===== src/sv/skts_pkg.sv =====
// ----------------------------------------------------------------------------
// skts_pkg: shared definitions for the sorted key table search
// Command and status codes, default sizes and the compare result type.
// ----------------------------------------------------------------------------
package skts_pkg;

    // default sizes
    localparam int DEF_TABLE_DEPTH = 4096;
    localparam int DEF_KEY_BITS    = 32;

    // fixed field widths of the transaction ports
    localparam int CMD_BITS    = 2;
    localparam int IN_KEY_BITS = 32;
    localparam int STAT_BITS   = 2;
    localparam int POS_BITS    = 12;

    // command codes
    localparam logic [CMD_BITS-1:0] CMD_CLEAR  = 2'd0;
    localparam logic [CMD_BITS-1:0] CMD_APPEND = 2'd1;
    localparam logic [CMD_BITS-1:0] CMD_LOOKUP = 2'd2;

    // status codes
    localparam logic [STAT_BITS-1:0] ST_OK    = 2'd0;
    localparam logic [STAT_BITS-1:0] ST_FULL  = 2'd1;
    localparam logic [STAT_BITS-1:0] ST_ORDER = 2'd2;
    localparam logic [STAT_BITS-1:0] ST_UNUSED = 2'd3;

    // result of the shared key comparator (stored key versus probe key)
    typedef struct packed {
        logic lt;   // stored key below probe key
        logic eq;   // stored key equals probe key
    } t_cmp;

endpackage


===== src/sv/skts_cmp.sv =====
// ----------------------------------------------------------------------------
// skts_cmp: shared key comparator
// Unsigned less-than and equality of a stored key against a probe key.
// ----------------------------------------------------------------------------
module skts_cmp #(
    parameter int KEY_BITS = skts_pkg::DEF_KEY_BITS
) (
    input  logic [KEY_BITS-1:0] i_stored,
    input  logic [KEY_BITS-1:0] i_probe,
    output skts_pkg::t_cmp      o_res
);

    always_comb begin
        o_res.lt = (i_stored < i_probe);
        o_res.eq = (i_stored == i_probe);
    end

endmodule


===== config.mk =====
export PLATFORM = sky130hd
export DESIGN_NAME = skts_cmp
export DESIGN_NICKNAME = d
export VERILOG_FILES = /design/src/sv/skts_pkg.sv /design/src/sv/skts_cmp.sv
export SDC_FILE = /design/constraint.sdc
export NUM_CORES = 1
export LEC_CHECK = 0
export BUFFER_PORTS_ARGS = -buffer_cell sky130_fd_sc_hd__buf_2
export CORE_MARGIN = 4
export CORE_UTILIZATION = 37
export DETAILED_ROUTE_END_ITERATION = 10
export PLACE_DENSITY_LB_ADDON = 0.25
export SETUP_SLACK_MARGIN = 0.2
export SYNTH_ARGS = -nofsm -noshare
export SYNTH_HDL_FRONTEND = slang
export SYNTH_SLANG_ARGS = --single-unit

===== constraint.sdc =====
create_clock -name vclk -period 2.5
set_input_delay 0.5 -clock vclk [all_inputs]
set_output_delay 0.5 -clock vclk [all_outputs]
set_load 0.02 [all_outputs]

**After elaboration in Yosys (flattened, before gate mapping)**

Index checks and enable logic that the tools add are counted.

- $lt $le $gt $ge: 1
- Equality and inequality tests: 1

Operators by type and width:

| kind | count |
|---|---|
| $eq 32x32->1 | 1 |
| $lt 32x32->1 | 1 |

- Flip-flop bits (word level): 0
- Input bits: 64
- Output and inout port bits: 2
- Logic and storage cells: 2

**Logic depth before layout (Yosys ltp)**

Gate-level depths: netlist (run 1).

- Depth in word-level cells: 1
- Depth in mapped cells: 7
- Depth with buffers taken out: 7

**Least setup slack after synthesis (run 1)**

Ideal clock, no wire load.

- Path kind: input to output
- Start point: input i_probe[13]
- End point: output o_res[1] in the netlist's numbering
- Arrival: 2.347 ns
- Data required time: 2.000 ns
- Setup slack: -0.347 ns
- Stages: 7
- Path buffers: 0
- Cells stage by stage: inv_1 > ha_1 > a21oi_1 > nor2_1 > a211o_1 > or4b_1 > a2111oi_2

RTL lines:

| what | RTL line | RTL |
|---|---|---|
| start: declaration | skts_cmp.sv:9 | `input logic [KEY_BITS-1:0] i_probe,` |
| end: declaration | skts_cmp.sv:10 | `output skts_pkg::t_cmp o_res` |

==> reports/metrics.cfg, run 1 <==
[yosys]
yosys-top-cells-area = ha_1, inv_1, a21oi_1
synth.distinct_cells = 22
muxShareOfSynthArea = 0
syn_inst = 115
synth_seq_area_share = 0
synth_top_family_by_area = adder cells
synth-xor-area-share = 0
synthSimpleGateAreaFrac = 0.186
synth_top_area_frac = 0.495
synth_top_area_cell = ha_1
synth_nets = 211
avgSynthCellArea_um2 = 7.03
synth_compound_area_frac = 0.170
synth_fa_ha_area_frac = 0.495
synth_warnings = 0
synth_area_um2 = 808

[floorplan]
die_area_um2 = 3000
start_util = 0.400
die-height_um = 54.7
fp.dieW_um = 54.7
io_pins = 66
coreArea_um2 = 2020
placement_rows = 16

[outcome]
violations = setup timing
status = complete, but fails checks

[route]
drt_iter0_drc = 6
ant_nets = 0
detail_route.first_pass.iterations = 4
drc_errors = 0
wire_per_inst_um = 10.9
via_per_inst = 4.72
wirelength_um = 2310
vias = 1001

[timing]
maxSlewHeadroom = 0.744
slew_violations = 0
fin_crit_sh = 1.10
fin_ws_ns = -0.257
setup_viol = 1
whs_ns = 1.42
fin_crit_ns = 2.76
fmax_ghz = 0.363
worst_pin_slew_ns = 0.381
rsz0062_at_grt = true
hold_viol_final = 0

[layout]
clock_buffers = 0
num-fill-cells = 184
syn_to_final_growth_pct = 73.4
antennaDiodeCount = 0
n_sequential_cell = 0
stdcell_area_um2 = 1400
layout.area.seq_um2 = 0
final_nets = 283
mostFrequentLayoutCells = buf_2, inv_1, ha_1
drive_gt1_frac = 0.503
layout_commonest_cell = buf_2

[global_route]
grt-ovfl-total = 0
antenna_found_initial = 0
grt_first_pass_wirelength_um = 3350
grt_use_total = 0.144
grt_pass1_vias = 905
grt_start_max_net_pins = 4

[pwr]
p_total_w = 0.000201
p_switching_w = 0.0000900
ir_drop_uv = 87.6
switching_share = 0.447
p_leak_nw = 0.802
cell_internal_pwr_w = 0.000111
pwr-share-comb = 1.000
power-per-cell-area_nw_per_um2 = 144
seq_power_share = 0
clkPwrFrac = 0

[placement]
pre_cts_slack_ns = -0.349
port-buffer-count = 66
dp_hpwl_um = 2110
gp_congestion = 0.677
placed_area_um2 = 1290

[critical_path]
worstPathCellList = buf_8 > inv_12 > ha_4 > a21oi_2 > nor2_1 > a211o_1 > or4b_4 > a2111oi_4 > buf_4
worst_ep_arrival_time_ns = 2.26
cp_slowest_cell = or4b_4
worst-path-max-fanout = 2
cp_top_family = compound AO/OA/AOI/OAI gates
end_kind = output port
required_ns = 2.00
startpoint_type = input pin
crit_buf_inv = 3
path_class = input pin to output port
slowest_delay_ns = 0.50

[run]
max-cap-violations = 0

[worst_hold_path]
min_path_type = input pin to output port

[final timing paths]
check,start,endpoint,depth (start not counted)
worst max-delay path,i_probe[13],o_res[1],9
worst min-delay path,i_stored[31],o_res[1],4
[synth_stat cells (2+ instances only)]
library cell and n:
a21oi_1 11, and4_1 2, ha_1 32, inv_1 32, nand2_1 9, nand3_1 2
nand4_1 4, nor2_1 6, nor2b_1 2, o21ai_0 3
[through the flow]
step / utilization / setup TNS [ns] / cells
after floorplan: - / -0.0583 / 115
after global placement: 0.637 / -0.390 / 211
after detailed placement: 0.637 / -0.424 / 211
after CTS: 0.673 / -0.265 / 212
after global routing: 0.693 / -0.339 / 212
final: 0.693 / -0.257 / 212
[tightest hold or removal path, cell delays in order]
cell	delay, ns
buf_2	0.10
ha_4	0.14
a2111oi_4	0.03
buf_4	0.14
[power groups by stage]
stage          registers [W]  logic (W)  clock network, W
2_1_floorplan              0   0.000103                 0
3_3_place_gp               0   0.000176                 0
3_5_place_dp               0   0.000187                 0
4_1_cts                    0   0.000196                 0
5_1_grt                    0   0.000228                 0
6_report                   0   0.000201                 0
[timing repair]
item | 4_1_cts | 5_1_grt
setup buffers | 1 | 0
endpoints found under the setup margin | 2 | 2
pin swaps | 5 | 0
resized for setup | 13 | 8
hold buffers | 0 | 0
hold endpoints to repair | 0 | 0
[layout make-up]
class                      count  area [um^2]  share of cell area
tap                           27         33.8              0.0241
timing repair buffer          70          389               0.278
multi-input combinational     83          843               0.602
inverter                      32          135              0.0964
[layer usage]
metal | up-vias | track usage | wire [um]
met1 | 424 | 0.162 | 803
met3 | 0 | 0.0163 | 218
met2 | 43 | 0.297 | 1280
li1 | 534 | - | -
met4 | 0 | 0 | 0
met5 | - | 0 | 0
[logic make-up (layout without fill, tap and decap cells)]
| kind of cell | count (synthesis) | after routing |
|---|---|---|
| and+or+nand+nor | 29 | 29 |
| AOI/OAI and AO/OA | 22 | 22 |
| buffers and inverters | 32 | 102 |
| adders and majority gates | 32 | 32 |
No activity file was read; power rests on OpenSTA's default activity.
==> run 2, diff against run 1 <==
BUFFER_PORTS_ARGS = default   (was -buffer_cell sky130_fd_sc_hd__buf_2)
CORE_UTILIZATION = 55   (was 37)
DONT_BUFFER_PORTS = 1   (was default)
TNS_END_PERCENT = 5   (was default)
clock period = 3.2 ns   (was 2.5 ns; I/O delays follow)
==> run 2 against run 1 <==
  * The run now ends clean
  * Sequential cell count unchanged
  * Final cell count down 38%
  * Sequential share of layout area unchanged
  * Critical path depth down 2
  * Wire length down 19%
  * Design area down 30%
==> reports/metrics.cfg, run 2 (synthesis gave the netlist of run 1 again) <==
[outcome]
status = finished clean

[route]
wirelength_um = 1870
drt_iter0_drc = 4
detail_route.first_pass.iterations = 4
vias = 770
via_per_inst = 5.83
ant_nets = 0
wire_per_inst_um = 14.2
drc_errors = 0

[layout]
layout_commonest_cell = inv_1
final_nets = 215
layout.area.seq_um2 = 0
clock_buffers = 0
mostFrequentLayoutCells = inv_1, ha_1, a21oi_1
num-fill-cells = 117
syn_to_final_growth_pct = 21.5
finish.utilization = 0.728
n_sequential_cell = 0
drive_gt1_frac = 0.171
antennaDiodeCount = 0

[pwr]
switching_share = 0.493
power-per-cell-area_nw_per_um2 = 111
pwr-share-comb = 1.000
p_switching_w = 0.0000537
cell_internal_pwr_w = 0.0000552
clkPwrFrac = 0
p_leak_nw = 0.524
p_total_w = 0.000109
seq_power_share = 0
ir_drop_uv = 56.3

[timing]
worst_pin_slew_ns = 0.462
hold_viol_final = 0
slew_violations = 0
fin_crit_ns = 2.94
rsz0062_at_grt = false
fin_ws_ns = 0.257
maxSlewHeadroom = 0.692
tns_ns = 0
fmax_ghz = 0.340
fin_crit_sh = 0.920
setup_viol = 0

[run]
max-cap-violations = 0

[critical_path]
critPathCapture = o_res[1]
required_ns = 2.56
startpoint = i_probe[13]
path_class = input pin to output port
worst-path-max-fanout = 2
end_kind = output port
worst_ep_arrival_time_ns = 2.30
startpoint_type = input pin

[floorplan]
fp.dieW_um = 46.3
coreArea_um2 = 1350
die_area_um2 = 2150
placement_rows = 13
die-height_um = 46.3
start_util = 0.599
io_pins = 66

[placement]
dp_hpwl_um = 1590
port-buffer-count = 0
pre_cts_slack_ns = 0.150
gp_congestion = 0.608

[global_route]
antenna_found_initial = 0
grt_start_max_net_pins = 4
grt_use_total = 0.183
grt_first_pass_wirelength_um = 2990
grt_pass1_vias = 778
grt-ovfl-total = 0

[cts]
cts_hold_buf = 0

[worst_hold_path]
min_path_type = input pin to output port

## run 2: layout make-up
class / instances / area (um^2) / share of cell area
Inverter: 32 / 123 / 0.125
Timing Repair Buffer: 2 / 15.0 / 0.0153
Tap cell: 15 / 18.8 / 0.0191
Multi-Input combinational cell: 83 / 826 / 0.841
## run 2: how the worst min path moves through the flow
stage	slack, ns	endpoint	start	cells after the start
after global placement	1.52	o_res[1]	i_stored[31]	2
after floorplan	1.51	o_res[1]	i_stored[31]	2
after CTS	1.53	o_res[1]	i_stored[31]	2
after global routing	1.54	o_res[1]	i_stored[31]	2
final	1.53	o_res[1]	i_stored[31]	2
after detailed placement	1.53	o_res[1]	i_stored[31]	2
## run 2: power groups by stage
stage          logic (W)  clock network, W  registers, W
4_1_cts         0.000106                 0             0
2_1_floorplan  0.0000725                 0             0
5_1_grt         0.000128                 0             0
3_3_place_gp   0.0000837                 0             0
3_5_place_dp   0.0000884                 0             0
6_report        0.000109                 0             0
## run 2: repair_timing
action | 4_1_cts | 5_1_grt
buffers inserted | 2 | 0
cloned | 0 | 0
gates resized for setup | 15 | 2
endpoints found under the setup margin | 1 | 1
pin swaps | 10 | 4
## run 2: through the flow
stage               instance area (um^2)  cells  hold WS, ns
finish                               982    132         1.53
global route                         982    132         1.54
CTS                                  978    132         1.53
detailed placement                   840    130         1.53
global placement                     840    130         1.52
floorplan                            821    115         1.51
## run 2: critical path, cell delays in order
cell and delay (ns):
inv_1 0.07, ha_4 0.21, a21oi_2 0.12, nor2_1 0.06, a211o_1 0.23, or4b_4 0.50, a2111oi_4 0.48
## run 2: metal layers
layer / global-route usage / vias to the layer above / wire length [um]
met5: 0 / - / 0
met4: 0 / 0 / 0
met3: 0.00781 / 0 / 135
met2: 0.379 / 39 / 999
met1: 0.209 / 334 / 738
li1: - / 397 / -
==> run 3, diff against run 2 <==
CORE_UTILIZATION = 50   (was 55)
==> run 3 against run 2 <==
  * Worst hold slack worse by 0.0066 ns
  * Core utilization is 14 points lower
  * Via count is 4.3% lower
  * Critical path type unchanged
==> reports/metrics.cfg, run 3 (synthesis gave the netlist of run 1 again) <==
[timing]
fmax_ghz = 0.343
fin_crit_sh = 0.912
hold_viol_final = 0
tns_ns = 0
worst_pin_slew_ns = 0.447
setup_viol = 0
slew_violations = 0
maxSlewHeadroom = 0.702
fin_crit_ns = 2.92
rsz0062_at_grt = false

[layout]
layout.area.seq_um2 = 0
stdcell_area_um2 = 896
syn_to_final_growth_pct = 10.8
final_nets = 214
layout_commonest_cell = inv_1
n_sequential_cell = 0
antennaDiodeCount = 0
clock_buffers = 0
drive_gt1_frac = 0.0776
mostFrequentLayoutCells = inv_1, ha_1, a21oi_1
layout.cells.non_filler = 132

[global_route]
grt_pass1_vias = 740
grt-ovfl-total = 0
antenna_found_initial = 0
grt_use_total = 0.144
grt_first_pass_wirelength_um = 2550
grt_start_max_net_pins = 4

[floorplan]
fp.dieW_um = 48.2
start_util = 0.530
die-height_um = 48.2
die_area_um2 = 2320
coreArea_um2 = 1520
placement_rows = 14
io_pins = 66

[route]
ant_nets = 0
detail_route.first_pass.iterations = 4
wire_per_inst_um = 13.0
vias = 737
wirelength_um = 1710
drc_errors = 0
via_per_inst = 5.58
drt_iter0_drc = 3

[outcome]
status = finished clean

[critical_path]
end_kind = output port
path_class = input pin to output port
worst-path-max-fanout = 3
required_ns = 2.56
startpoint_type = input pin
worst_ep_arrival_time_ns = 2.28

[placement]
placed_area_um2 = 841
dpl.cell_count = 131
port-buffer-count = 0
dp_hpwl_um = 1640
gp_congestion = 0.720

[worst_hold_path]
min_path_type = input pin to output port

[pwr]
power-per-cell-area_nw_per_um2 = 105
p_leak_nw = 0.516
ir_drop_uv = 47.4

[run]
max-cap-violations = 0

-- run 3: worst max-delay path, stage by stage --
cell	delay, ns
inv_1	0.02
ha_1	0.30
nand4_1	0.13
nor4_2	0.07
a21boi_1	0.13
or4b_4	0.53
a2111oi_4	0.46
-- run 3: through the flow --
step,setup WS (ns),hold slack [ns],total power [W],utilization
3_5_place_dp,0.162,1.53,0.0000877,0.552
2_1_floorplan,0.232,1.51,0.0000725,-
3_3_place_gp,0.179,1.52,0.0000829,0.552
6_report,0.283,1.52,0.0000938,0.588
4_1_cts,0.219,1.53,0.0000950,0.588
5_1_grt,0.206,1.53,0.000112,0.588
-- run 3: final timing paths --
| check | to | cells after the start | startpoint |
|---|---|---|---|
| max | o_res[1] | 7 | i_probe[11] |
| min | o_res[1] | 2 | i_stored[31] |
-- run 3: where the power goes --
part | switching (W) | total (W) | leakage, nW | internal (W)
Combinational | 0.0000478 | 0.0000938 | 0.516 | 0.0000460
Sequential | 0 | 0 | 0 | 0
Clock | 0 | 0 | 0 | 0
Total | 0.0000478 | 0.0000938 | 0.516 | 0.0000460
-- run 3: timing repair --
item                       CTS  global route
hold endpoints to repair     0             0
buffers inserted             1             0
pin swaps                    7             1
setup endpoints to repair    1             1
hold buffers                 0             0
gates resized for setup      6             0
-- run 3: layer usage --
metal	vias to the layer above	global-route usage	part of all wire	wire length, um
li1	398	-	-	-
met1	299	0.157	0.37	640
met2	40	0.286	0.51	866
met3	0	0.0406	0.12	204
met4	0	0	0	0
met5	-	0	0	0
-- run 3: final cells by class --
type	count	area, um^2
Fill cell	164	628
Inverter	32	120
Multi-Input combinational cell	83	748
Tap cell	16	20.0
Timing Repair Buffer	1	7.51
