**src/sv/skts_pkg.sv**
```systemverilog
// ----------------------------------------------------------------------------
// skts_pkg: shared definitions for the sorted key table search
// Command and status codes, default sizes and the compare result type.
// ----------------------------------------------------------------------------
package skts_pkg;

    // default sizes
    localparam int DEF_TABLE_DEPTH = 4096;
    localparam int DEF_KEY_BITS    = 32;

    // fixed field widths of the transaction ports
    localparam int CMD_BITS    = 2;
    localparam int IN_KEY_BITS = 32;
    localparam int STAT_BITS   = 2;
    localparam int POS_BITS    = 12;

    // command codes
    localparam logic [CMD_BITS-1:0] CMD_CLEAR  = 2'd0;
    localparam logic [CMD_BITS-1:0] CMD_APPEND = 2'd1;
    localparam logic [CMD_BITS-1:0] CMD_LOOKUP = 2'd2;

    // status codes
    localparam logic [STAT_BITS-1:0] ST_OK    = 2'd0;
    localparam logic [STAT_BITS-1:0] ST_FULL  = 2'd1;
    localparam logic [STAT_BITS-1:0] ST_ORDER = 2'd2;
    localparam logic [STAT_BITS-1:0] ST_UNUSED = 2'd3;

    // result of the shared key comparator (stored key versus probe key)
    typedef struct packed {
        logic lt;   // stored key below probe key
        logic eq;   // stored key equals probe key
    } t_cmp;

endpackage

```
**src/sv/skts_seq.sv**
```systemverilog
// ----------------------------------------------------------------------------
// skts_seq: command sequencer
// Runs clear/append in one step and a bounded binary search for lookup,
// one table read per step, using the shared comparator. Holds the result
// in an output register.
// ----------------------------------------------------------------------------
module skts_seq #(
    parameter int TABLE_DEPTH = skts_pkg::DEF_TABLE_DEPTH,
    parameter int KEY_BITS    = skts_pkg::DEF_KEY_BITS,
    parameter int AW          = $clog2(TABLE_DEPTH),
    parameter int CW          = $clog2(TABLE_DEPTH + 1)
) (
    input  logic                                i_clk,
    input  logic                                i_rst_n,
    // input transaction
    input  logic                                i_in_valid,
    output logic                                o_in_stall,
    input  logic [skts_pkg::CMD_BITS-1:0]       i_command,
    input  logic [skts_pkg::IN_KEY_BITS-1:0]    i_key,
    // output transaction
    output logic                                o_out_valid,
    input  logic                                i_out_stall,
    output logic [skts_pkg::STAT_BITS-1:0]      o_status,
    output logic                                o_found,
    output logic [skts_pkg::POS_BITS-1:0]       o_position,
    // table memory
    output logic                                o_wr_en,
    output logic [AW-1:0]                       o_wr_addr,
    output logic [KEY_BITS-1:0]                 o_wr_data,
    output logic                                o_rd_en,
    output logic [AW-1:0]                       o_rd_addr,
    input  logic [KEY_BITS-1:0]                 i_rd_data,
    // shared comparator
    output logic [KEY_BITS-1:0]                 o_cmp_stored,
    output logic [KEY_BITS-1:0]                 o_cmp_probe,
    input  skts_pkg::t_cmp                      i_cmp
);

    localparam int PB = skts_pkg::POS_BITS;
    localparam logic [CW-1:0] FULL_COUNT = CW'(TABLE_DEPTH);

    typedef enum logic [1:0] {
        S_IDLE,
        S_SEARCH,
        S_RESULT
    } t_state;

    t_state r_state, n_state;

    logic [CW-1:0]       r_count, n_count;
    logic [KEY_BITS-1:0] r_last_key, n_last_key;
    logic [KEY_BITS-1:0] r_key, n_key;
    logic [CW-1:0]       r_lo, n_lo;
    logic [CW-1:0]       r_hi, n_hi;
    logic [CW-1:0]       r_mid, n_mid;
    logic                r_eq, n_eq;

    logic [PB-1:0]                  r_res_pos, n_res_pos;
    logic                           r_res_found, n_res_found;
    logic [skts_pkg::STAT_BITS-1:0] r_res_status, n_res_status;

    logic                           r_out_valid, n_out_valid;
    logic [PB-1:0]                  r_out_pos, n_out_pos;
    logic                           r_out_found, n_out_found;
    logic [skts_pkg::STAT_BITS-1:0] r_out_status, n_out_status;

    logic                                    in_acc;
    logic [KEY_BITS+skts_pkg::IN_KEY_BITS-1:0] key_wide;
    logic [KEY_BITS-1:0]                     key_ext;
    logic [CW+PB-1:0]                        cnt_wide;
    logic [CW+PB-1:0]                        lo_wide;
    logic [CW-1:0]                           s_lo, s_hi;
    logic                                    s_eq;
    logic [CW:0]                             s_sum;
    logic [CW-1:0]                           s_mid;
    logic [CW-1:0]                           st_mid;

    assign in_acc = i_in_valid && !o_in_stall;

    // key masked or zero-extended to the table key width
    assign key_wide = {{KEY_BITS{1'b0}}, i_key};
    assign key_ext  = key_wide[KEY_BITS-1:0];

    // shared comparator: last key on append, table read during search
    assign o_cmp_stored = (r_state == S_IDLE) ? r_last_key : i_rd_data;
    assign o_cmp_probe  = (r_state == S_IDLE) ? key_ext : r_key;

    // one search step: narrow [lo, hi) around the probed midpoint
    assign s_lo  = i_cmp.lt ? (r_mid + CW'(1)) : r_lo;
    assign s_hi  = i_cmp.lt ? r_hi : r_mid;
    assign s_eq  = i_cmp.lt ? r_eq : i_cmp.eq;
    assign s_sum = {1'b0, s_lo} + {1'b0, s_hi};
    assign s_mid = s_sum[CW:1];
    assign st_mid = r_count >> 1;

    // index to position field width
    assign cnt_wide = {{PB{1'b0}}, r_count};
    assign lo_wide  = {{PB{1'b0}}, s_lo};

    assign o_wr_addr = r_count[AW-1:0];
    assign o_wr_data = key_ext;

    // next-state logic
    always_comb begin
        n_state      = r_state;
        n_count      = r_count;
        n_last_key   = r_last_key;
        n_key        = r_key;
        n_lo         = r_lo;
        n_hi         = r_hi;
        n_mid        = r_mid;
        n_eq         = r_eq;
        n_res_pos    = r_res_pos;
        n_res_found  = r_res_found;
        n_res_status = r_res_status;
        n_out_valid  = r_out_valid && i_out_stall;
        n_out_pos    = r_out_pos;
        n_out_found  = r_out_found;
        n_out_status = r_out_status;
        o_wr_en      = 1'b0;
        o_rd_en      = 1'b0;
        o_rd_addr    = s_mid[AW-1:0];

        unique case (r_state)
            S_IDLE: begin
                if (in_acc) begin
                    n_key        = key_ext;
                    n_res_pos    = '0;
                    n_res_found  = 1'b0;
                    n_res_status = skts_pkg::ST_OK;
                    n_state      = S_RESULT;
                    unique case (i_command)
                        skts_pkg::CMD_CLEAR: begin
                            n_count = '0;
                        end
                        skts_pkg::CMD_APPEND: begin
                            if (r_count == FULL_COUNT) begin
                                n_res_status = skts_pkg::ST_FULL;
                            end else if (r_count != '0 && !i_cmp.lt) begin
                                n_res_status = skts_pkg::ST_ORDER;
                            end else begin
                                o_wr_en    = 1'b1;
                                n_count    = r_count + CW'(1);
                                n_last_key = key_ext;
                                n_res_pos  = cnt_wide[PB-1:0];
                            end
                        end
                        skts_pkg::CMD_LOOKUP: begin
                            if (r_count != '0) begin
                                n_lo      = '0;
                                n_hi      = r_count;
                                n_mid     = st_mid;
                                n_eq      = 1'b0;
                                o_rd_en   = 1'b1;
                                o_rd_addr = st_mid[AW-1:0];
                                n_state   = S_SEARCH;
                            end
                        end
                        default: begin
                            // unused code: reports ok with no position; table unchanged
                        end
                    endcase
                end
            end
            S_SEARCH: begin
                n_lo = s_lo;
                n_hi = s_hi;
                n_eq = s_eq;
                if (s_lo < s_hi) begin
                    n_mid   = s_mid;
                    o_rd_en = 1'b1;
                end else begin
                    // final lo equals the last hi taken; eq tracks that entry
                    n_res_found = s_eq;
                    n_res_pos   = s_eq ? lo_wide[PB-1:0] : '0;
                    n_state     = S_RESULT;
                end
            end
            S_RESULT: begin
                if (!r_out_valid || !i_out_stall) begin
                    n_out_valid  = 1'b1;
                    n_out_pos    = r_res_pos;
                    n_out_found  = r_res_found;
                    n_out_status = r_res_status;
                    n_state      = S_IDLE;
                end
            end
            default: begin
                n_state = S_IDLE;
            end
        endcase
    end

    // state and registered outputs
    always_ff @(posedge i_clk) begin
        r_last_key   <= n_last_key;
        r_key        <= n_key;
        r_lo         <= n_lo;
        r_hi         <= n_hi;
        r_mid        <= n_mid;
        r_eq         <= n_eq;
        r_res_pos    <= n_res_pos;
        r_res_found  <= n_res_found;
        r_res_status <= n_res_status;
        r_out_pos    <= n_out_pos;
        r_out_found  <= n_out_found;
        r_out_status <= n_out_status;
        if (!i_rst_n) begin
            r_state     <= S_IDLE;
            r_count     <= '0;
            r_out_valid <= 1'b0;
        end else begin
            r_state     <= n_state;
            r_count     <= n_count;
            r_out_valid <= n_out_valid;
        end
    end

    assign o_in_stall  = (r_state != S_IDLE);
    assign o_out_valid = r_out_valid;
    assign o_status    = r_out_status;
    assign o_found     = r_out_found;
    assign o_position  = r_out_pos;

endmodule

```
**config.mk**
```make
export PLATFORM = sky130hd
export DESIGN_NAME = skts_seq
export DESIGN_NICKNAME = d
export VERILOG_FILES = /design/src/sv/skts_pkg.sv /design/src/sv/skts_seq.sv
export SDC_FILE = /design/constraint.sdc
export NUM_CORES = 1
export LEC_CHECK = 0
export BUFFER_PORTS_ARGS = -buffer_cell sky130_fd_sc_hd__buf_2
export CORE_ASPECT_RATIO = 1.75
export CORE_UTILIZATION = 36
export CTS_CLUSTER_DIAMETER = 120
export DETAILED_ROUTE_END_ITERATION = 10
export MAX_ROUTING_LAYER = met4
export PLACE_DENSITY = 0.6
export SLEW_MARGIN = 20
export SYNTH_ARGS = -nofsm -noshare
export SYNTH_HDL_FRONTEND = slang
export SYNTH_SLANG_ARGS = --single-unit
```
**constraint.sdc**
```tcl
create_clock -name i_clk -period 6.7 [get_ports i_clk]
set_input_delay 1.005 -clock i_clk [delete_from_list [all_inputs] [get_ports i_clk]]
set_output_delay 1.005 -clock i_clk [all_outputs]
set_load 0.02 [all_outputs]
```
# --- Word level (Yosys, flattened, before mapping) ---
# Cells that the tools add are included.
op_classes:
  reduce_logical: 23
  n_lt_le_gt_ge: 1
  muxes: 59
  bitwise: 3
  n_eq_ne: 13
  add_sub_neg: 3
op_table:
  columns: ["cell", "n"]
  rows:
  - ["$mux 13", 14]
  - ["$mux 12", 10]
  - ["$pmux 13 s2", 4]
  - ["$mux 32", 2]
  - ["$add 13x1->13 const B", 2]
  - ["$pmux 12 s2", 1]
  - ["$mux 1", 18]
  - ["$reduce_and 5->1", 3]
  - ["$add 13x13->14", 1]
  - ["$eq 13x13->1 const B", 1]
  - ["$lt 13x13->1", 1]
  - ["$reduce_bool 13->1", 1]
  - ["$mux 2", 6]
  - ["$ne 2x2->1 const B", 6]
  - ["$pmux 1 s2", 3]
  - ["$pmux 2 s3", 1]
  - ["$reduce_and 3->1", 2]
  - ["$reduce_bool 2->1", 3]
  - ["$eq 2x1->1 const B", 2]
  - ["$eq 2x2->1 const B", 2]
  - ["$logic_not 1->1", 4]
  - ["$logic_not 2->1", 2]
  - ["$ne 2x1->1 const B", 2]
  - ["$reduce_and 2->1", 2]
  - ["5 further kinds", 9]
word_totals:
  word_cells: 118
  reg_bits: 150
  inputBits: 72

# --- Depth between registers and ports, before layout ---
# Gate-level depths: netlist of run 1.
depth:
  depth_word: 7
  ltp_mapped: 14
  mapped_depth_nobuf: 14

# --- Least setup slack after synthesis of run 1 ---
# Ideal clock, no wire load.
synth_path:
  path_kind: "input -> output"
  from: "in i_cmp[1] (netlist name)"
  to: "out o_rd_addr[9]"
  stages: 12
  arrival_ps: 4221
  t_required_ps: 5695
  n_path_buf: 3
  path_slack_ps: 1474
  cell_sequence: "buf_2 > buf_1 > buf_1 > mux2i_1 > fa_1 > nor2_1 > o31a_1 > o41a_1 > o32ai_1 > a21oi_1 > xnor2_1 > o21ai_0"
synth_between:
  elab_chain_cells: 6
  word_cells_on_any_way: 7
  cone_classes: "add/sub (1); mux (6)"
synth_lines:
  columns: ["element", "line_no", "text"]
  rows:
  - ["start, declared", "skts_seq.sv:36", "input skts_pkg::t_cmp i_cmp"]
  - ["$mux 13, on equally long branches", "skts_seq.sv:89, skts_seq.sv:90", null]
  - ["$add 13x13->14 *", "skts_seq.sv:92", "assign s_sum = {1'b0, s_lo} + {1'b0, s_hi};"]
  - ["$mux 12", "skts_seq.sv:149", "if (r_count != '0) begin"]
  - ["$mux 12", "skts_seq.sv:132", "unique case (i_command)"]
  - ["$mux 12", "skts_seq.sv:126", "if (in_acc) begin"]
  - ["$mux 12 *", "skts_seq.sv:124", "unique case (r_state)"]
  - ["end, declared", "skts_seq.sv:31", "output logic [AW-1:0] o_rd_addr,"]
# Mark *: on every way between the ends. The rest lies on a longest branch, timed or not.

# --- Worst setup path in the final report of run 1 ---
layout_path:
  from: "reg r_mid[2]"
  to: "out o_rd_addr[8]"
layout_between:
  elab_chain_cells: 7
  word_cells_on_any_way: 8
  cone_classes: "add/sub (2); mux (6)"
layout_lines:
  columns: ["element", "line_no", "text"]
  rows:
  - ["start, declared", "skts_seq.sv:55", "logic [CW-1:0] r_mid, n_mid;"]
  - ["start signal, assigned", "skts_seq.sv:200", "r_mid <= n_mid;"]
  - ["$add 13x1->13 *", "skts_seq.sv:89", "assign s_lo = i_cmp.lt ? (r_mid + CW'(1)) : r_lo;"]
  - ["$mux 13 *", "skts_seq.sv:89", null]
  - ["named net s_lo[3]", "skts_seq.sv:72", "logic [CW-1:0] s_lo, s_hi;"]
  - ["$add 13x13->14 *", "skts_seq.sv:92", null]
  - ["$mux 12", "skts_seq.sv:149", null]
  - ["$mux 12", "skts_seq.sv:132", null]
  - ["$mux 12", "skts_seq.sv:126", null]
  - ["$mux 12 *", "skts_seq.sv:124", null]
# Mark *: on every way through the listed nets, which the timed path passes. The rest lies on a longest branch.

==> impl_metrics.csv, run 1 <==
group,metric,value,unit
sta,whs,414.1,ps
worst_setup_path,cp.depth,13,
synthesis,syn-num-nets,788,
hold_path,hold_path.class,"reg2reg",
power_and_ir_drop,pwr-share-comb,0.134,
synthesis,synth_top_area_frac,0.5009,
synthesis,synth_cells,688,
sta,rsz0062_at_grt,"no",
global_routing,grt_usage,0.1894,
clock_network,cts_resized,0,
worst_setup_path,crit_arrival,4260,ps
cells_and_area,syn_to_final_growth,20.81,%
placed_design,dp_hpwl,15530,um
worst_setup_path,critical_path.top_delay_family,"simple AND/OR/NAND/NOR gates",
floorplan,core_area,0.02198,mm2
worst_setup_path,crit_top_cell,"a21oi_1",
clock_network,post_cts_buffers,0,
clock_network,cts.sinks,150,
clock_network,root_buffer,"clkbuf_16",
worst_setup_path,path_cells,"nand3_1 > xor2_1 > nor2_1 > a21oi_1 > inv_1 > ha_1 > nand2_1 > nor4_1 > o21ai_0 > o311ai_0 > xnor2_1 > a21oi_1 > buf_2",
sta,post-route-period-util,0.7854,
synthesis,synthDistinctLibCells,57,
power_and_ir_drop,p_clk_frac,0.409,
sta,hold_violations,0,
global_routing,grt_pass1_vias,5353,
clock_network,cts.htree.levels,4,
route,drtIter0Drc,258,
hold_path,min_path_cells,0,
power_and_ir_drop,power.switching,559.7,uW
worst_setup_path,required,5690,ps
sta,fmaxAchievable,0.1900,GHz
placed_design,portBuffers,210,
cells_and_area,multi_input_area,0.003154,mm2
synthesis,ys_seq_elements,150,
worst_setup_path,timing.critical_path.buf_inv,2,
sta,setup_viol,0,
synthesis,synth-edff-count,134,
run_status,status,"completed",
cells_and_area,final_layout_size_suffix_gt1_frac,0.3820,
synthesis,synthTopCellsByCount,"edfxtp_1 (134), mux2_2 (65), nor2_1 (63), a21oi_1 (51), buf_4 (45)",
synthesis,yosys-top-cells-area,"edfxtp_1 (50%), mux2_2 (9.1%), buf_4 (4.2%)",
synthesis,synth.cell_area,0.008033,mm2
worst_setup_path,cp-start-kind,"flop",
clock_network,clk_path_buf_depth,2,
route,wl_met1,7724,um
placed_design,place_congestion,0.9723,
cells_and_area,antenna_cells,0,
sta,relSlewSlack,0.3649,
power_and_ir_drop,sequentialPowerShare,0.457,
worst_setup_path,crit_path_end_kind,"primary output",
synthesis,avgSynthCellArea,11.68,um2
clock_network,numCtsBuffers,17,
synthesis,yosys.area.top_type,"edfxtp_1",
worst_setup_path,rr_worst_depth,12,
synthesis,yosysSeqAreaShare,0.5408,
power_and_ir_drop,ir_worst_vdd,0.1531,mV
sta,fin_setup_tns,0,ps
sta,period_needed,5262,ps
global_routing,grt_pass1_wl,30460,um
synthesis,ys_async_sr_fraction,0,
route,wl_per_cell,17.86,um
floorplan,die_h,199.6,um
clock_network,cts_tree,"yes",
floorplan,dieWidth,114.9,um
floorplan,start_util,0.3654,
synthesis,synth_ff_type,"edfxtp_1",
sta,slew_violations,0,
global_routing,antenna_found_initial,0,
floorplan,num_io_pins,211,
route,top_layer_used,"met4",
synthesis,yosysMostFrequentCell,"edfxtp_1",
floorplan,fp-row-count,72,
route,met3_length,979,um
run,max_cap_violations,0,
clock_network,clock_latency,420,ps
cells_and_area,seqCellArea,0.004344,mm2
global_routing,grt-ovfl-total,0,
worst_setup_path,slowest_delay,620,ps
floorplan,die_area,0.02294,mm2
power_and_ir_drop,p_leak,0.004058,uW
route,dr.pass1.iters,5,
synthesis,ys_warn_count,0,
sta,tightest_slew,950.4,ps
route,wl_met2,11420,um
worst_setup_path,path_class,"reg2out",
route,wl,20810,um
global_routing,grt_start_max_net_pins,67,
clock_network,ctsHoldBuffers,0,
worst_setup_path,worst-path-max-fanout,8,
power_and_ir_drop,internal-power,1748,uW
worst_setup_path,cp_slowest_cell,"edfxtp_1",
power_and_ir_drop,p_sw_frac,0.2425,
cells_and_area,nets,956,
cells_and_area,fillers,2126,
power_and_ir_drop,power.density,237.8,mW/mm2
clock_network,clk_pin_slew,60,ps
route,vias_per_cell,4.900,
route,ant_nets,0,
route,drcViolationCount,0,
sta,skew,10.65,ps
route,vias,5708,
-- per-layer routing --
layer	up-vias	GRT usage
li1	2783	-
met1	2712	0.1858
met2	191	0.3420
met3	22	0.03791
met4	0	0.1097
met5	-	-
-- path summary, 6_finish.rpt --
| path | start | endpoint | slack (ps) |
|---|---|---|---|
| max reg2reg | r_mid[2] | r_mid[8] | 2780 |
| max | r_mid[2] | o_rd_addr[8] | 1440 |
| min | r_res_pos[10] | o_position[10] | 410 |
| min reg2reg | r_res_pos[10] | o_position[10] | 410 |
-- through the flow --
step	setup WS, ps	instance area, um2	util	total power [uW]	std cells
2_1_floorplan	1474	8033	-	1285	688
4_1_cts	1459	9704	0.4415	2345	1165
6_report	1438	9704	0.4415	2308	1165
3_5_place_dp	1675	9111	0.4145	1386	1133
5_1_grt	1270	9704	0.4415	2407	1165
3_3_place_gp	1693	9111	0.4145	1385	1133
-- layout make-up --
class,count,area share
Timing Repair Buffer,219,0.1153
Clock buffer,26,0.05480
Inverter,33,0.01276
Sequential cell,150,0.4477
Tap cell,296,0.03816
Clock inverter,6,0.006318
Multi-Input combinational cell,435,0.3250
-- kinds of logic after synthesis --
kind of cell             count (synthesis)  synth area share
AND/OR/NAND/NOR                        167            0.1022
buffers and inverters                  103           0.06931
XOR/XNOR                                32           0.03489
flip-flops                             150            0.5408
adder cells (fa/ha/maj)                 28           0.04455
AO/OA/AOI/OAI                          127           0.09720
multiplexers                            81            0.1111
-- placed cells by master, fill, tap and decap left out, types with 14 or more instances in the layout --
cell type and n:
buf_2 210, edfxtp_1 134, mux2_2 65, nor2_1 61
a21oi_1 51, o21ai_0 34, inv_1 33, nand2_1 33
ha_1 27, clkbuf_16 19, xnor2_1 18, mux2i_1 16
dfxtp_1 16, xor2_1 14
-- power by group through the flow --
| stage | Sequential (uW) | Combinational, uW | Clock (uW) |
|---|---|---|---|
| after CTS | 1050 | 314 | 977 |
| after floorplan | 1080 | 207 | 0 |
| after detailed placement | 1070 | 312 | 0 |
| final | 1050 | 310 | 944 |
| after global placement | 1070 | 311 | 0 |
| after global routing | 1060 | 336 | 1020 |
-- state kept, by name, summed over array words and instances, names as in the netlist --
name and cells:
r_key 32, r_last_key 32, r_count 13, r_hi 13, r_lo 13, r_mid 13, o_position 12, r_res_pos 12
o_status 2, r_res_status 2, r_state 2, o_found 1, o_out_valid 1, r_eq 1, r_res_found 1
-- worst reg2reg max path, delay by kind of cell (launching register included) --
kind                       cells  cell delay [ps]
buffers and inverters          1               90
xor gates and xnor gates       2              440
DFF                            1              620
AOI/OAI and AO/OA              4              960
and+or+nand+nor                4             1160
adders and majority gates      1              400
Note: power is estimated with default switching activity, not from simulation.
==> run 2: changes to the inputs <==
Settings changed: ABC_AREA set to 1.
Clock period 6.7 ns to 5.2 ns, I/O delays scaled along.
==> run 2 against run 1 <==
  * The run now ends with DRC left
  * Highest routed layer unchanged
  * Non-clock buffer count fell by 3
  * Critical path depth rose by 6
  * Clock power rose by 30%
  * Cell count rose by 21%
  * Synthesized cell count rose by 36%
  * Critical path type unchanged
  * Global-route usage fell by 0.75 points
  * Sequential power rose by 32%
  * Sequential share of layout area fell by 0.82 points
  * Sequential cell count did not move
==> impl_metrics.csv, run 2 <==
group,metric,value,unit
run_status,status,"finished, violations left",
run_status,violations,"DRC",
synthesis,yosys.area.top_type,"edfxtp_1",
clock_network,cts_tree,"yes",
clock_network,clk_path_buf_depth,2,
synthesis,ys_warn_count,0,
global_routing,grt_pass1_wl,31460,um
route,vias,6686,
global_routing,grt-ovfl-total,0,
route,wl,20810,um
hold_path,min_from,"r_res_pos[7]",
route,dr.pass1.iters,8,
sta,fin_setup_tns,0,ps
synthesis,synth-edff-count,134,
hold_path,min_path_cells,0,
run,max_cap_violations,0,
floorplan,dieWidth,116.6,um
worst_setup_path,worst-path-max-fanout,6,
worst_setup_path,crit_path_end_kind,"primary output",
worst_setup_path,r2r-start,"r_mid[0]",
cells_and_area,syn_to_final_growth,19.55,%
synthesis,avgSynthCellArea,8.833,um2
global_routing,grtUsageMet3,0.03582,
worst_setup_path,rr_worst_depth,17,
synthesis,synthTopCellsByCount,"nand2_1 (306), edfxtp_1 (134), inv_1 (92), o21ai_0 (51), nor2_1 (48)",
power_and_ir_drop,power.density,324.8,mW/mm2
hold_path,hold_path.class,"reg2reg",
floorplan,num_io_pins,211,
floorplan,die_h,202.5,um
sta,hold_violations,0,
worst_setup_path,path_class,"reg2out",
clock_network,numCtsBuffers,17,
floorplan,die_area,0.02360,mm2
global_routing,top_usage_layer,"met2",
synthesis,yosysSeqAreaShare,0.5254,
synthesis,yosys-top-cells-area,"edfxtp_1 (49%), nand2_1 (14%), buf_4 (4.3%)",
cells_and_area,final_cell_mix,"nand2_1 (306), buf_2 (210), edfxtp_1 (134)",
cells_and_area,nets,1197,
cells_and_area,layout_commonest_cell,"nand2_1",
power_and_ir_drop,internal-power,2307,uW
sta,period_needed,4569,ps
cells_and_area,antenna_cells,0,
route,drcViolationCount,2,
cells_and_area,reg_top3,"r_key: 32 flops, r_last_key: 32 flops",
placed_design,place_congestion,0.9390,
worst_setup_path,cp-start-kind,"flop",
floorplan,core_area,0.02265,mm2
clock_network,root_buffer,"clkbuf_16",
worst_setup_path,rr_endpoint,"r_mid[0]",
route,drtIter0Drc,501,
sta,relSlewSlack,0.2807,
synthesis,ys_async_sr_fraction,0,
synthesis,synth_ff_type,"edfxtp_1",
worst_setup_path,critical_path.top_delay_family,"simple AND/OR/NAND/NOR gates",
power_and_ir_drop,pwr-share-comb,0.184,
worst_setup_path,required,4420,ps
global_routing,grt_start_max_net_pins,66,
global_routing,grt_use_met2,0.3326,
synthesis,synth_top_area_frac,0.4867,
sta,slew_violations,0,
global_routing,grt_pass1_vias,6162,
power_and_ir_drop,power.switching,903.2,uW
sta,rsz0062_at_grt,"no",
sta,skew,16.67,ps
sta,tightest_slew,1079,ps
floorplan,start_util,0.3650,
clock_network,clock_latency,430,ps
clock_network,cts.sinks,150,
power_and_ir_drop,sequentialPowerShare,0.433,
synthesis,synth_cells,936,
synthesis,yosysMostFrequentCell,"nand2_1",
sta,fmaxAchievable,0.2189,GHz
clock_network,ctsHoldBuffers,0,
sta,post-route-period-util,0.8786,
synthesis,synth.cell_area,0.008268,mm2
route,ant_nets,0,
power_and_ir_drop,p_clk_frac,0.383,
worst_setup_path,slowest_delay,410,ps
worst_setup_path,path_cells,"ha_1 > nand2_1 > nor2_1 > xor2_1 > nand2_1 > o21ai_0 > inv_1 > ha_1 > nand2_1 > o31ai_1 > nand3_2 > nand2_2 > nand4_4 > nand2_2 > nand2_1 > nand2_1 > nand3_1 > nand2_1 > buf_2",
synthesis,syn-num-nets,1036,
worst_setup_path,timing.critical_path.buf_inv,2,
worst_setup_path,cp_slowest_cell,"edfxtp_1",
floorplan,fp-row-count,73,
power_and_ir_drop,p_leak,0.004497,uW
clock_network,clk_pin_slew,60,ps
synthesis,synthDistinctLibCells,43,
synthesis,ys_seq_elements,150,
global_routing,grtUsageMet1,0.1840,
hold_path,min_to,"o_position[7]",
global_routing,grt_usage,0.1819,
placed_design,portBuffers,210,
route,vias_per_cell,4.745,
power_and_ir_drop,p_sw_frac,0.2813,
sta,setup_viol,0,
clock_network,post_cts_buffers,0,
global_routing,antenna_found_initial,0,
worst_setup_path,rrSetupSlack,1340,ps
cells_and_area,final_layout_size_suffix_gt1_frac,0.2624,
worst_setup_path,crit_top_cell,"nand2_1",
clock_network,cts_resized,0,
clock_network,cts.htree.levels,4,
route,wl_per_cell,14.77,um
sta,whs,417.1,ps
placed_design,dp_hpwl,15740,um
power_and_ir_drop,ir_worst_vdd,0.1776,mV
worst_setup_path,crit_arrival,3790,ps
[run 2: metal layers]
metal / share of wire / wire [um]
met3: 0.051 / 1053
met1: 0.39 / 8091
met2: 0.54 / 11160
met4: 0.024 / 503
met5: 0 / 0
[run 2: through the flow]
stage                     std cells  total power, uW  instance area (um2)  utilization  setup WS [ps]
final                          1409             3210                 9884       0.4364          631.2
after global routing           1409             3358                 9884       0.4364          310.5
after CTS                      1409             3258                 9884       0.4364          605.6
after detailed placement       1378             2013                 9296       0.4104          892.4
after global placement         1378             2009                 9296       0.4104          920.3
after floorplan                 936             1818                 8268            -           1294
[run 2: worst max path at each step]
stage,start,end,depth (start not counted)
finish,r_mid[0],o_rd_addr[11],19
global route,r_mid[0],o_rd_addr[11],19
CTS,r_mid[0],o_rd_addr[11],19
detailed placement,i_cmp[1],o_rd_addr[11],17
global placement,i_cmp[1],o_rd_addr[11],18
floorplan,i_cmp[1],o_rd_addr[7],13
[run 2: power by group through the flow]
stage	clock [uW]	combinational [uW]	sequential (uW)
finish	1230	590	1390
global route	1300	658	1400
CTS	1270	598	1390
detailed placement	0	595	1420
global placement	0	593	1420
floorplan	0	396	1420
[run 2: cell type report]
class | count | area (um2)
sequential | 150 | 4344
multi-input combinational | 614 | 3113
tap | 300 | 375.4
clock buffer | 19 | 432.9
inverter | 98 | 367.9
fill | 2287 | 12770
timing repair buffer | 216 | 1096
clock inverter | 12 | 155.1
[run 2: logic make-up after synthesis]
kind of cell,Yosys count,synth area share
and+or+nand+nor,446,0.2288
buffers and inverters,172,0.1008
DFF,150,0.5254
AOI/OAI and AO/OA,122,0.08157
adders and majority gates,28,0.04328
xor gates and xnor gates,17,0.01892
muxes,1,0.001211
